--- src/rtl/core/utf8_stream_decoder_defines.svh ---
// Assertion macros shared by the UTF-8 stream decoder modules.
`ifndef UTF8_STREAM_DECODER_DEFINES_SVH
`define UTF8_STREAM_DECODER_DEFINES_SVH

// Checks in the same cycle; the module must have clk and arst_n in scope.
`define UDEC_ASSERT_NOW(lbl, ante, cons, msg) \
	lbl: assert property (@(posedge clk) disable iff (!arst_n) (ante) |-> (cons)) \
		else $error(msg);

// Checks in the cycle after the antecedent.
`define UDEC_ASSERT_NEXT(lbl, ante, cons, msg) \
	lbl: assert property (@(posedge clk) disable iff (!arst_n) (ante) |=> (cons)) \
		else $error(msg);

`endif

--- src/rtl/core/udec_pkg.sv ---
// Types, constants and helper functions shared by the UTF-8 stream decoder.
`default_nettype none
package udec_pkg;

	localparam int BYTE_W    = 8;
	localparam int CODE_W    = 21;
	localparam int OUT_DW    = 24;
	localparam int MAX_RES   = 4;
	localparam int RES_IW    = $clog2(MAX_RES);
	localparam int HELD_N    = 3;
	localparam int QDEPTH    = 4;
	localparam int QAW       = $clog2(QDEPTH);

	localparam logic [CODE_W-1:0] CODE_MAX   = 21'h10FFFF;
	localparam logic [CODE_W-1:0] SURR_LO    = 21'h00D800;
	localparam logic [CODE_W-1:0] SURR_HI    = 21'h00DFFF;

	typedef enum logic [2:0] {
		CLS_CONT  = 3'd0,
		CLS_ONE   = 3'd1,
		CLS_LEAD2 = 3'd2,
		CLS_LEAD3 = 3'd3,
		CLS_LEAD4 = 3'd4,
		CLS_BAD   = 3'd5
	} cls_t;

	// One input byte's worth of results, handed from the front to the back.
	typedef struct packed {
		logic [MAX_RES-1:0][CODE_W-1:0] code;
		logic [MAX_RES-1:0]             inv;
		logic [RES_IW-1:0]              last;
	} job_t;

	function automatic cls_t class_of(input logic [BYTE_W-1:0] b);
		cls_t c;
		if (b < 8'h80) begin
			c = CLS_ONE;
		end else if (b[7:6] == 2'b10) begin
			c = CLS_CONT;
		end else if (b < 8'hC2) begin
			c = CLS_BAD;
		end else if (b < 8'hE0) begin
			c = CLS_LEAD2;
		end else if (b < 8'hF0) begin
			c = CLS_LEAD3;
		end else if (b < 8'hF5) begin
			c = CLS_LEAD4;
		end else begin
			c = CLS_BAD;
		end
		return c;
	endfunction

	// Payload bits of a lead byte for a sequence of the given length.
	function automatic logic [BYTE_W-1:0] lead_mask(input cls_t c);
		logic [BYTE_W-1:0] m;
		unique case (c)
			CLS_LEAD2: m = 8'h1F;
			CLS_LEAD3: m = 8'h0F;
			CLS_LEAD4: m = 8'h07;
			default:   m = 8'h00;
		endcase
		return m;
	endfunction

	// Smallest code point that a sequence of the given length may carry.
	function automatic logic [CODE_W-1:0] min_code(input logic [2:0] len);
		logic [CODE_W-1:0] m;
		unique case (len)
			3'd2:    m = 21'h000080;
			3'd3:    m = 21'h000800;
			3'd4:    m = 21'h010000;
			default: m = '0;
		endcase
		return m;
	endfunction

	function automatic logic ill_formed(input logic [CODE_W-1:0] u, input logic [2:0] len);
		return (u < min_code(len)) || (u > CODE_MAX) || ((u >= SURR_LO) && (u <= SURR_HI));
	endfunction

endpackage
`default_nettype wire

--- src/rtl/core/udec_front.sv ---
// Front part: accepts bytes, tracks the open sequence and builds result jobs.
`default_nettype none
`include "utf8_stream_decoder_defines.svh"
module udec_front
	import udec_pkg::*;
(
	input  wire logic              clk,
	input  wire logic              arst_n,
	input  wire logic              s_tvalid,
	output      logic              s_tready,
	input  wire logic [BYTE_W-1:0] s_tdata,
	input  wire logic              s_tlast,
	input  wire logic              full,
	output      logic              push,
	output      job_t              job
);

	logic [BYTE_W-1:0] lead_q;
	logic [BYTE_W-1:0] held_q [HELD_N];
	logic [CODE_W-1:0] accum_q;
	logic [2:0]        len_q;
	logic [1:0]        hcnt_q;

	logic              accept;
	cls_t              cls;
	logic [CODE_W-1:0] byte_code;
	logic [CODE_W-1:0] acc_new;
	logic              done;
	logic              ill;
	logic              fresh_v;
	logic              fresh_inv;
	logic              fresh_open;
	logic              flush;
	logic              tail_v;
	logic [CODE_W-1:0] tail_code;
	logic              tail_inv;
	logic              open_seq;
	logic              close_seq;
	logic              held_wr;
	logic [2:0]        tail_pos;
	logic [2:0]        count;

	assign s_tready  = !full;
	assign accept    = s_tvalid && s_tready;
	assign cls       = class_of(s_tdata);
	assign byte_code = {{(CODE_W-BYTE_W){1'b0}}, s_tdata};
	assign acc_new   = {accum_q[CODE_W-7:0], s_tdata[5:0]};
	assign done      = ({1'b0, hcnt_q} + 3'd2) >= len_q;
	assign ill       = ill_formed(acc_new, len_q);

	always_comb begin
		fresh_v    = 1'b0;
		fresh_inv  = 1'b0;
		fresh_open = 1'b0;
		if (cls == CLS_ONE) begin
			fresh_v = 1'b1;
		end else if (cls == CLS_CONT || cls == CLS_BAD || s_tlast) begin
			fresh_v   = 1'b1;
			fresh_inv = 1'b1;
		end else begin
			fresh_open = 1'b1;
		end
	end

	always_comb begin
		flush     = 1'b0;
		tail_v    = 1'b0;
		tail_code = byte_code;
		tail_inv  = 1'b0;
		open_seq  = 1'b0;
		close_seq = 1'b0;
		held_wr   = 1'b0;
		if (len_q == 3'd0) begin
			tail_v   = fresh_v;
			tail_inv = fresh_inv;
			open_seq = fresh_open;
		end else if (cls == CLS_CONT) begin
			held_wr = 1'b1;
			if (done && !ill) begin
				tail_v    = 1'b1;
				tail_code = acc_new;
				close_seq = 1'b1;
			end else if (done || s_tlast) begin
				flush     = 1'b1;
				tail_v    = 1'b1;
				tail_inv  = 1'b1;
				close_seq = 1'b1;
			end
		end else begin
			flush     = 1'b1;
			tail_v    = fresh_v;
			tail_inv  = fresh_inv;
			open_seq  = fresh_open;
			close_seq = !fresh_open;
		end
	end

	always_comb begin
		tail_pos = flush ? ({1'b0, hcnt_q} + 3'd1) : 3'd0;
		count    = tail_pos + {2'b0, tail_v};
		job      = '0;
		job.last = RES_IW'(count - 3'd1);
		if (flush) begin
			job.code[0] = {{(CODE_W-BYTE_W){1'b0}}, lead_q};
			job.inv[0]  = 1'b1;
		end
		for (int k = 1; k < MAX_RES; k++) begin
			if (flush && (k <= int'(hcnt_q))) begin
				job.code[k] = {{(CODE_W-BYTE_W){1'b0}}, held_q[k-1]};
				job.inv[k]  = 1'b1;
			end
		end
		for (int k = 0; k < MAX_RES; k++) begin
			if (tail_v && (3'(k) == tail_pos)) begin
				job.code[k] = tail_code;
				job.inv[k]  = tail_inv;
			end
		end
		push = accept && (count != 3'd0);
	end

	always_ff @(posedge clk or negedge arst_n) begin
		if (!arst_n) begin
			lead_q  <= '0;
			accum_q <= '0;
			len_q   <= '0;
			hcnt_q  <= '0;
		end else if (accept) begin
			if (open_seq) begin
				lead_q  <= s_tdata;
				len_q   <= 3'(cls);
				hcnt_q  <= '0;
				accum_q <= {{(CODE_W-BYTE_W){1'b0}}, s_tdata & lead_mask(cls)};
			end else if (close_seq) begin
				lead_q  <= '0;
				len_q   <= '0;
				hcnt_q  <= '0;
				accum_q <= '0;
			end else if (held_wr) begin
				hcnt_q  <= hcnt_q + 2'd1;
				accum_q <= acc_new;
			end
		end
	end

	always_ff @(posedge clk) begin
		if (accept && held_wr && (hcnt_q < 2'(HELD_N))) begin
			held_q[hcnt_q] <= s_tdata;
		end
	end

	`UDEC_ASSERT_NOW(a_idle_no_held, len_q == 3'd0, hcnt_q == 2'd0, "held bytes without open sequence")
	`UDEC_ASSERT_NOW(a_held_bound, len_q != 3'd0, ({1'b0, hcnt_q} + 3'd2) <= len_q, "held count overrun")

endmodule
`default_nettype wire

--- src/rtl/core/udec_queue.sv ---
// Short job queue between the front and back parts.
`default_nettype none
`include "utf8_stream_decoder_defines.svh"
module udec_queue
	import udec_pkg::*;
(
	input  wire logic clk,
	input  wire logic arst_n,
	input  wire logic push,
	input  wire job_t wr_job,
	input  wire logic pop,
	output      job_t head,
	output      logic full,
	output      logic empty
);

	job_t           mem_q [QDEPTH];
	logic [QAW-1:0] wr_ptr_q;
	logic [QAW-1:0] rd_ptr_q;
	logic [QAW:0]   cnt_q;

	assign full  = cnt_q == (QAW+1)'(QDEPTH);
	assign empty = cnt_q == '0;
	assign head  = mem_q[rd_ptr_q];

	always_ff @(posedge clk) begin
		if (push) begin
			mem_q[wr_ptr_q] <= wr_job;
		end
	end

	always_ff @(posedge clk or negedge arst_n) begin
		if (!arst_n) begin
			wr_ptr_q <= '0;
			rd_ptr_q <= '0;
			cnt_q    <= '0;
		end else begin
			if (push) begin
				wr_ptr_q <= wr_ptr_q + 1'b1;
			end
			if (pop) begin
				rd_ptr_q <= rd_ptr_q + 1'b1;
			end
			if (push && !pop) begin
				cnt_q <= cnt_q + 1'b1;
			end else if (pop && !push) begin
				cnt_q <= cnt_q - 1'b1;
			end
		end
	end

	`UDEC_ASSERT_NOW(a_no_push_full, push, !full, "push into full queue")
	`UDEC_ASSERT_NOW(a_no_pop_empty, pop, !empty, "pop from empty queue")

endmodule
`default_nettype wire

--- src/rtl/core/udec_back.sv ---
// Back part: walks the head job and presents one result per cycle while not stalled.
`default_nettype none
`include "utf8_stream_decoder_defines.svh"
module udec_back
	import udec_pkg::*;
(
	input  wire logic              clk,
	input  wire logic              arst_n,
	input  wire job_t              head,
	input  wire logic              empty,
	output      logic              pop,
	output      logic              m_tvalid,
	input  wire logic              m_tready,
	output      logic [OUT_DW-1:0] m_tdata,
	output      logic              m_tuser,
	output      logic              m_tlast
);

	logic [RES_IW-1:0] idx_q;
	logic              load;
	logic              at_last;

	assign load    = !empty && (!m_tvalid || m_tready);
	assign at_last = idx_q == head.last;
	assign pop     = load && at_last;

	always_ff @(posedge clk or negedge arst_n) begin
		if (!arst_n) begin
			m_tvalid <= 1'b0;
			idx_q    <= '0;
		end else begin
			if (load) begin
				m_tvalid <= 1'b1;
				idx_q    <= at_last ? '0 : idx_q + 1'b1;
			end else if (m_tready) begin
				m_tvalid <= 1'b0;
			end
		end
	end

	always_ff @(posedge clk) begin
		if (load) begin
			m_tdata <= {{(OUT_DW-CODE_W){1'b0}}, head.code[idx_q]};
			m_tuser <= head.inv[idx_q];
			m_tlast <= at_last;
		end
	end

	`UDEC_ASSERT_NOW(a_idx_idle, empty, idx_q == '0, "result index left open without a job")

endmodule
`default_nettype wire

--- src/rtl/core/utf8_stream_decoder.sv ---
// Top level of the UTF-8 stream decoder: front, job queue and back.
//
// Channel  Dir  tdata                        tuser         tlast
// s_*      in   [7:0] in_byte                -             end_of_stream
// m_*      out  [20:0] code_value, pad to 24 is_invalid    last_of_run
//
// The front takes one byte per cycle while the four-entry job queue has room.
// The back presents one result per cycle from the job at the queue head while
// the output is not stalled; a byte gives n results, where n is 0 to 4.
// Throughput is one byte per cycle while bytes average at most one result.
// arst_n clears the sequence state, the queue and the output register.
// An output stall fills the queue, after which s_tready drops.
`default_nettype none
module utf8_stream_decoder
	import udec_pkg::*;
(
	input  wire logic              clk,
	input  wire logic              arst_n,
	input  wire logic              s_tvalid,
	output      logic              s_tready,
	input  wire logic [BYTE_W-1:0] s_tdata,  // [7:0] in_byte
	input  wire logic              s_tlast,
	output      logic              m_tvalid,
	input  wire logic              m_tready,
	output      logic [OUT_DW-1:0] m_tdata,  // [20:0] code_value, [23:21] zero
	output      logic              m_tuser,  // [0] is_invalid
	output      logic              m_tlast
);

	job_t fr_job;
	job_t head;
	logic push;
	logic pop;
	logic full;
	logic empty;

	udec_front u_front (
		.clk      (clk),
		.arst_n   (arst_n),
		.s_tvalid (s_tvalid),
		.s_tready (s_tready),
		.s_tdata  (s_tdata),
		.s_tlast  (s_tlast),
		.full     (full),
		.push     (push),
		.job      (fr_job)
	);

	udec_queue u_queue (
		.clk    (clk),
		.arst_n (arst_n),
		.push   (push),
		.wr_job (fr_job),
		.pop    (pop),
		.head   (head),
		.full   (full),
		.empty  (empty)
	);

	udec_back u_back (
		.clk      (clk),
		.arst_n   (arst_n),
		.head     (head),
		.empty    (empty),
		.pop      (pop),
		.m_tvalid (m_tvalid),
		.m_tready (m_tready),
		.m_tdata  (m_tdata),
		.m_tuser  (m_tuser),
		.m_tlast  (m_tlast)
	);

endmodule
`default_nettype wire

--- config.mk ---
export PLATFORM = sky130hd
export DESIGN_NAME = utf8_stream_decoder
export DESIGN_NICKNAME = d
export VERILOG_FILES = /design/src/rtl/core/udec_pkg.sv /design/src/rtl/core/udec_front.sv /design/src/rtl/core/udec_queue.sv /design/src/rtl/core/udec_back.sv /design/src/rtl/core/utf8_stream_decoder.sv
export VERILOG_INCLUDE_DIRS = /design/src /design/src/rtl/core
export SDC_FILE = /design/constraint.sdc
export NUM_CORES = 1
export LEC_CHECK = 0
export BUFFER_PORTS_ARGS = -buffer_cell sky130_fd_sc_hd__buf_2
export CAP_MARGIN = 40
export CORE_ASPECT_RATIO = 1.5
export CORE_MARGIN = 2
export CORE_UTILIZATION = 40
export CTS_CLUSTER_SIZE = 16
export DETAILED_ROUTE_END_ITERATION = 8
export PLACE_DENSITY = 0.55
export SLEW_MARGIN = 5
export SYNTH_ARGS = -nofsm -noshare
export SYNTH_HDL_FRONTEND = slang
export SYNTH_SLANG_ARGS = --single-unit
--- constraint.sdc ---
create_clock -name clk -period 6.1 [get_ports clk]
set_input_delay 0.61 -clock clk [delete_from_list [all_inputs] [get_ports clk]]
set_output_delay 0.61 -clock clk [all_outputs]
set_load 0.05 [all_outputs]
; ---- Word level (Yosys, flattened, before mapping)
; Memories as Yosys holds them, arrays and structs flattened.
; Index checks and enable logic that the tools add are counted.
[op_classes]
add_sub_neg = 10
mul = 0
div_mod_pow = 0
n_lt_le_gt_ge = 15
n_eq_ne = 14
n_shift = 0
n_mux = 73
bitwise = 1
n_reduce_logical = 41
[ops]
columns = operator, count
row1 = $mux W21, 8
row2 = $mux W8, 8
row3 = $pmux W17 S3, 1
row4 = $mux W15, 3
row5 = $bmux W21 S2, 1
row6 = $lt A8 B8 Y1 const B, 5
row7 = $mux W1, 36
row8 = $mux W3, 10
row9 = $ge A21 B16 Y1 const B, 1
row10 = $gt A21 B21 Y1 const B, 1
row11 = $le A21 B16 Y1 const B, 1
row12 = $lt A21 B17 Y1, 1
row13 = $logic_and A1 B1 Y1, 17
row14 = $pmux W5 S3, 1
row15 = $eq A3 B2 Y1 const B, 4
row16 = $eq A3 B3 Y1 const B, 4
row17 = $logic_not A3 Y1, 4
row18 = $add A2 B1 Y2 const B, 4
row19 = $and A8 B8 Y8, 1
row20 = $mux W2, 4
row21 = $logic_not A1 Y1, 7
row22 = $eq A2 B3 Y1 const A, 2
row23 = $logic_or A1 B1 Y1, 6
row24 = $reduce_bool A2 Y1, 3
row25 = other kinds (18), 21
[word_totals]
regBits = 61
latchBits = 0
ram_bits = 384
rom_bits = 0
input_bits = 13
output_inout_bits = 28
word_cells = 168
memories = 2
[memory_table]
columns = memory, words, width, read_ports, rd_clocked_by_memory_dff, write_ports, line
row1 = u_queue.mem_q, 4, 90, 1, 0, 1, udec_queue.sv:17  ; job_t mem_q [QDEPTH];
row2 = u_front.held_q, 3, 8, 3, 0, 1, udec_front.sv:19  ; logic [BYTE_W-1:0] held_q [HELD_N];

; ---- Longest topological paths before layout
[logic_depth]
depth_word = 21
depth_mapped = 22
mapped_depth_nobuf = 20

; ---- Hierarchy
; Synthesis repeated with hierarchy kept, for this count alone.
[hier_totals]
hier_cells = 933
hier_area_um2 = 18261.3
[by_module_without_submodules]
columns = module, instances, cells_each, area_per_inst_um2, seq_area_each_um2
row1 = udec_queue, 1, 504, 13386.6, 10985.5
row2 = udec_front, 1, 354, 3393.3, 1421.4
row3 = udec_back, 1, 75, 1481.4, 765.7

; ---- Least setup slack after synthesis
; Ideal clock, no wire load.
[synth_timing]
path_type = register to register
startpoint = reg u_front.len_q[1]
endpoint = mem u_queue.mem_q[0][0] in the netlist's numbering, enable pin
setup_ps = 459
arrival_time_ps = 5296
required_ps = 5641
slack_ps = 345
stages_incl_launch_ff = 17
n_path_buf = 2
synth_period_minus_slack_ps = 5755
cell_sequence = dfrtp_1 > or3_1 > ha_1 > o311ai_1 > and3_1 > buf_4 > o21ai_2 > clkbuf_1 > nor2_1 > ha_1 > ha_1 > inv_1 > ha_1 > inv_1 > or4_1 > o2111a_2 > and2_1
[synth_between]
elab_chain_cells = 16
word_cells_on_any_way = 25
classes_between = add/sub: 1 / order compare: 2 / eq/ne: 3 / mux: 11 / reduce/logical: 8
[synth_lines]
columns = element, line
row1 = from (decl), udec_front.sv:21  ; logic [2:0] len_q;
row2 = from (signal assigned), udec_front.sv:131  ; len_q <= 3'(cls);
row3 = $eq A3 B3 Y1 / $eq A3 B2 Y1 (equally long branches), udec_pkg.sv:69  ; unique case (len)
row4 = $pmux W17 S3, udec_pkg.sv:69
row5 = $lt A21 B17 Y1, udec_pkg.sv:79  ; return (u < min_code(len)) || (u > CODE_MAX) || ((u >= SURR_LO) && (u <= SURR_HI));
row6 = $logic_or A1 B1 Y1 (2 in a row), udec_pkg.sv:79
row7 = $logic_not A1 Y1, udec_front.sv:79  ; if (done && !ill) begin
row8 = $logic_and A1 B1 Y1, udec_front.sv:79
row9 = $mux W1, udec_front.sv:79
row10 = $mux W1, udec_front.sv:77  ; end else if (cls == CLS_CONT) begin
row11 = $mux W1, udec_front.sv:73  ; if (len_q == 3'd0) begin
row12 = $mux W3, udec_front.sv:99  ; tail_pos = flush ? ({1'b0, hcnt_q} + 3'd1) : 3'd0;
row13 = $add A3 B1 Y3 (*), udec_front.sv:100  ; count = tail_pos + {2'b0, tail_v};
row14 = $reduce_bool A3 Y1 (*), udec_front.sv:119  ; push = accept && (count != 3'd0);
row15 = $logic_and A1 B1 Y1 (*), udec_front.sv:119
row16 = via push, utf8_stream_decoder.sv:32  ; logic push;
row17 = $mux W1 (*), udec_queue.sv:27  ; if (push) begin
row18 = $mux W1 (not written as such) (*), udec_queue.sv:28  ; mem_q[wr_ptr_q] <= wr_job;
row19 = to (decl), udec_queue.sv:17
; Mark *: on every way through the listed nets, which the timed path passes. The rest lies on a longest branch.

; ---- Worst setup path after layout
[layout_timing]
startpoint = reg u_front.hcnt_q[0]
endpoint = reg u_queue.cnt_q[1]
[layout_between]
elab_chain_cells = 14
word_cells_on_any_way = 21
classes_between = add/sub: 3 / order compare: 1 / mux: 9 / reduce/logical: 8
[layout_lines]
columns = element, line
row1 = from (decl), udec_front.sv:22  ; logic [1:0] hcnt_q;
row2 = from (signal assigned), udec_front.sv:140  ; hcnt_q <= hcnt_q + 2'd1;
row3 = $add A2 B2 Y3, udec_front.sv:48  ; assign done = ({1'b0, hcnt_q} + 3'd2) >= len_q;
row4 = $ge A3 B3 Y1, udec_front.sv:48
row5 = $logic_or A1 B1 Y1, udec_front.sv:83  ; end else if (done || s_tlast) begin
row6 = $mux W1, udec_front.sv:83
row7 = $mux W1, udec_front.sv:79
row8 = $mux W1, udec_front.sv:77
row9 = $mux W1, udec_front.sv:73
row10 = $mux W3, udec_front.sv:99
row11 = $add A3 B1 Y3 (*), udec_front.sv:100
row12 = $reduce_bool A3 Y1 (*), udec_front.sv:119
row13 = $logic_and A1 B1 Y1 (*), udec_front.sv:119
row14 = via push, utf8_stream_decoder.sv:32
row15 = $logic_not A1 Y1, udec_queue.sv:46  ; end else if (pop && !push) begin
row16 = $logic_and A1 B1 Y1, udec_queue.sv:46
row17 = $reduce_bool A2 Y1 (no line), n/a
row18 = to (signal assigned), udec_queue.sv:45  ; cnt_q <= cnt_q + 1'b1;
row19 = to (signal assigned), udec_queue.sv:47  ; cnt_q <= cnt_q - 1'b1;
row20 = to (decl), udec_queue.sv:20  ; logic [QAW:0] cnt_q;
; Marks and branches as above.
; A chain may end at the register's enable or synchronous reset.

==> results.py <==
metrics = {
    "timing": {
        "fin_worst_skew_ps": 22.3,
        "rsz0062_at_grt": "false",
        "tns_ps": 0,
        "setup_viol": 0,
        "drv_slew": 0,
        "max_freq_mhz": 216,
        "fin_crit_sh": 0.758,
        "max_slew_margin": 0.437,
        "tightest_slew_ps": 835,
        "fin_crit_ps": 4620,
        "hold_viol": 0,
    },
    "synth": {
        "synth_common_cells": "edfxtp_1, mux4_2, nand2_1",
        "synth_flop_cell": "edfxtp_1",
        "ys_warn_count": 0,
        "netlist_top_cells_area": "edfxtp_1, mux4_2, dfrtp_1, ha_1, nand2_1",
        "synth_edf_count": 407,
        "synthArstFlopShare": 0.0854,
        "yosysSeqAreaShare": 0.742,
        "syn-cell-area_sq_um": 17700,
        "synth.avg_cell_area_sq_um": 19.7,
        "synth_seq_cells": 445,
        "yosysMostFrequentCell": "edfxtp_1",
        "syn_inst": 899,
        "yosysTopAreaCell": "edfxtp_1",
        "synth_top_area_frac": 0.689,
        "synth_cell_type_count": 52,
    },
    "grt": {
        "grt.total_usage": 0.160,
        "antenna_found_initial": 0,
        "grt.overflow.total": 0,
        "grt_pass1_wl_mm": 55.5,
        "grt_pass1_vias": 9249,
        "grt_max_degree": 67,
    },
    "power": {
        "p_leak_nw": 7.21,
        "swShare": 0.320,
        "p_per_area_nw_per_um2": 523,
        "p_sw_mw": 3.47,
        "intPower_mw": 7.38,
        "total_power_mw": 10.9,
        "ir_drop_uv": 346,
        "combPwrFrac": 0.317,
        "p_clk_frac": 0.249,
        "sequentialPowerShare": 0.434,
    },
    "floorplan": {
        "core_area_sq_um": 43900,
        "die_area_sq_um": 46100,
        "die_h_um": 262,
        "num_io_pins": 41,
        "die-width_um": 176,
        "rows": 94,
        "start_util": 0.405,
    },
    "worst_setup_path": {
        "start_kind": "register",
        "critPathCaptureType": "register",
        "path_max_fanout": 35,
        "r2r-start": "u_front.hcnt_q[0]",
        "rr_worst_depth": 18,
        "cp-startpoint": "u_front.hcnt_q[0]",
        "crit_type": "reg -> reg",
        "arrival_ps": 5040,
        "critPathRequiredTime_ps": 6520,
    },
    "cts": {
        "ctsHoldBuffers": 1,
        "clk_pin_slew_ps": 60,
        "cts_buffers": 43,
        "cts.sinks": 445,
        "cts.path.max_buffers": 3,
        "clk_latency_ps": 550,
        "cts_root_buf": "clkbuf_16",
        "cts_resized": 0,
        "cts_tree": "done",
        "post_cts.repair.setup_buffers": 0,
        "htreeDepth": 2,
    },
    "placed_design": {
        "port_buffers": 37,
        "place_inst": 1640,
        "dp_hpwl_mm": 21.6,
        "routabilityCongestion": 0.861,
        "dpl_cell_area_sq_um": 19300,
    },
    "route": {
        "drt_iter0_drc": 543,
        "wl_per_cell_um": 20.6,
        "first_pass_iters": 6,
        "wirelength_mm": 35.4,
        "ant_nets": 0,
        "viasPerCell": 4.97,
        "vias": 8552,
        "drc": 0,
    },
    "final_layout": {
        "area_delta_synth_final_pct": 17.0,
        "nNetsFinal": 1142,
        "fin_area_sq_um": 20800,
        "instances_no_fill": 1719,
        "final_util": 0.473,
        "diodes": 0,
        "nFillCells": 3686,
        "drive_above_1_share": 0.223,
    },
    "min_path": {
        "hp-start": "m_tready",
        "whs_path_depth": 2,
        "hold_path.class": "in -> reg",
    },
    "outcome": {
        "status": "complete, no violations",
    },
    "run": {
        "cap_violations": 0,
    },
}
==> cells by family (layout without fill, tap and decap cells) <==
family          Yosys count  count (layout)  share of synthesized area
compound gates           96              96                     0.0359
xor+xnor                  8               8                    0.00395
fa+ha+maj                19              19                     0.0138
buf+inv                  76             162                     0.0178
flops                   445             445                      0.742
mux                     119             119                      0.147
other cells               1             159                   0.000211
simple gates            135             135                     0.0395
==> area by class of cell <==
| type | count | area, sq um | area share |
|---|---|---|---|
| Multi-Input combinational cell | 536 | 4880 | 0.235 |
| Timing Repair Buffer | 58 | 445 | 0.0215 |
| Sequential cell | 445 | 13200 | 0.635 |
| Clock buffer | 48 | 1120 | 0.0538 |
| Clock inverter | 30 | 323 | 0.0155 |
| Inverter | 26 | 97.6 | 0.00470 |
| Tap cell | 576 | 721 | 0.0347 |
==> layout by cell type, fill, tap and decap left out, types with 3 or more instances in the layout <==
cell,n
o21ai_0,25
nand2_1,44
dfrtp_1,35
nand3_1,11
ha_1,18
conb_1,159
o211ai_1,9
mux2i_1,3
or4_1,3
and2_4,4
nand2b_1,4
edfxtp_1,407
xor2_1,4
a21oi_1,22
bufinv_16,6
mux4_2,112
and4_1,3
clkinv_1,5
buf_2,38
buf_12,5
clkinv_2,12
a22oi_1,7
or3_1,4
xnor2_1,4
clkbuf_1,4
buf_4,12
nand3b_1,7
a22o_1,16
nor2_1,17
and2_1,19
clkbuf_16,44
nor3_1,8
clkinvlp_4,4
inv_1,26
==> power groups by stage <==
| stage | Combinational [mW] | Clock, mW | Sequential [mW] |
|---|---|---|---|
| 2_1_floorplan | 2.31 | 0 | 4.93 |
| 3_3_place_gp | 3.41 | 0 | 4.84 |
| 3_5_place_dp | 3.53 | 0 | 4.79 |
| 4_1_cts | 3.54 | 2.77 | 4.73 |
| 5_1_grt | 3.74 | 2.88 | 4.80 |
| 6_report | 3.44 | 2.70 | 4.71 |
==> critical path, cell delays in order, from the launching register on <==
cell       delay, ps
dfrtp_1          460
inv_1            180
ha_1             320
nor2b_1          140
o2111ai_1        210
and2_1           330
o21ai_2          110
buf_4            350
nor2_1            80
ha_1             300
inv_1             70
ha_1             150
inv_1             60
or4_1            500
o2111a_2         250
ha_1             250
inv_1             70
fa_1             390
mux2_2           270
==> metrics by stage <==
stage	hold slack, ps	worst slack (ps)
after floorplan	314	345
after global placement	469	1480
after detailed placement	432	1470
after CTS	227	1530
after global routing	244	1160
final	248	1480
==> layer usage <==
metal | up-vias | share of wire | global-route usage
met3 | 55 | 0.034 | 0.0227
li1 | 3900 | - | -
met1 | 4424 | 0.42 | 0.205
met2 | 173 | 0.52 | 0.284
met4 | 0 | 0.023 | 0.0503
met5 | - | 0 | 0
==> path summary, 6_finish.rpt <==
path | end | slack [ps]
max reg2reg | u_queue.cnt_q[1] | 1480
min | u_back.m_tvalid | 250
max | u_queue.cnt_q[1] | 1480
max in group asynchronous | u_queue.rd_ptr_q[0] | 5250
min in group asynchronous | u_front.lead_q[1] | 400
min reg2reg | u_queue.cnt_q[2] | 490
==> sequential cells by signal, summed over array words and instances (netlist names) <==
| name | flops |
|---|---|
| u_back.m_tlast | 1 |
| u_front.held_q | 24 |
| u_queue.mem_q | 360 |
| u_back.m_tvalid | 1 |
| u_front.hcnt_q | 2 |
| u_back.m_tdata | 21 |
| u_queue.wr_ptr_q | 2 |
| u_back.idx_q | 2 |
| u_front.len_q | 3 |
| u_front.lead_q | 8 |
| u_queue.rd_ptr_q | 2 |
| u_back.m_tuser | 1 |
| u_queue.cnt_q | 3 |
| u_front.accum_q | 15 |
(Power assumes the default switching activity.)
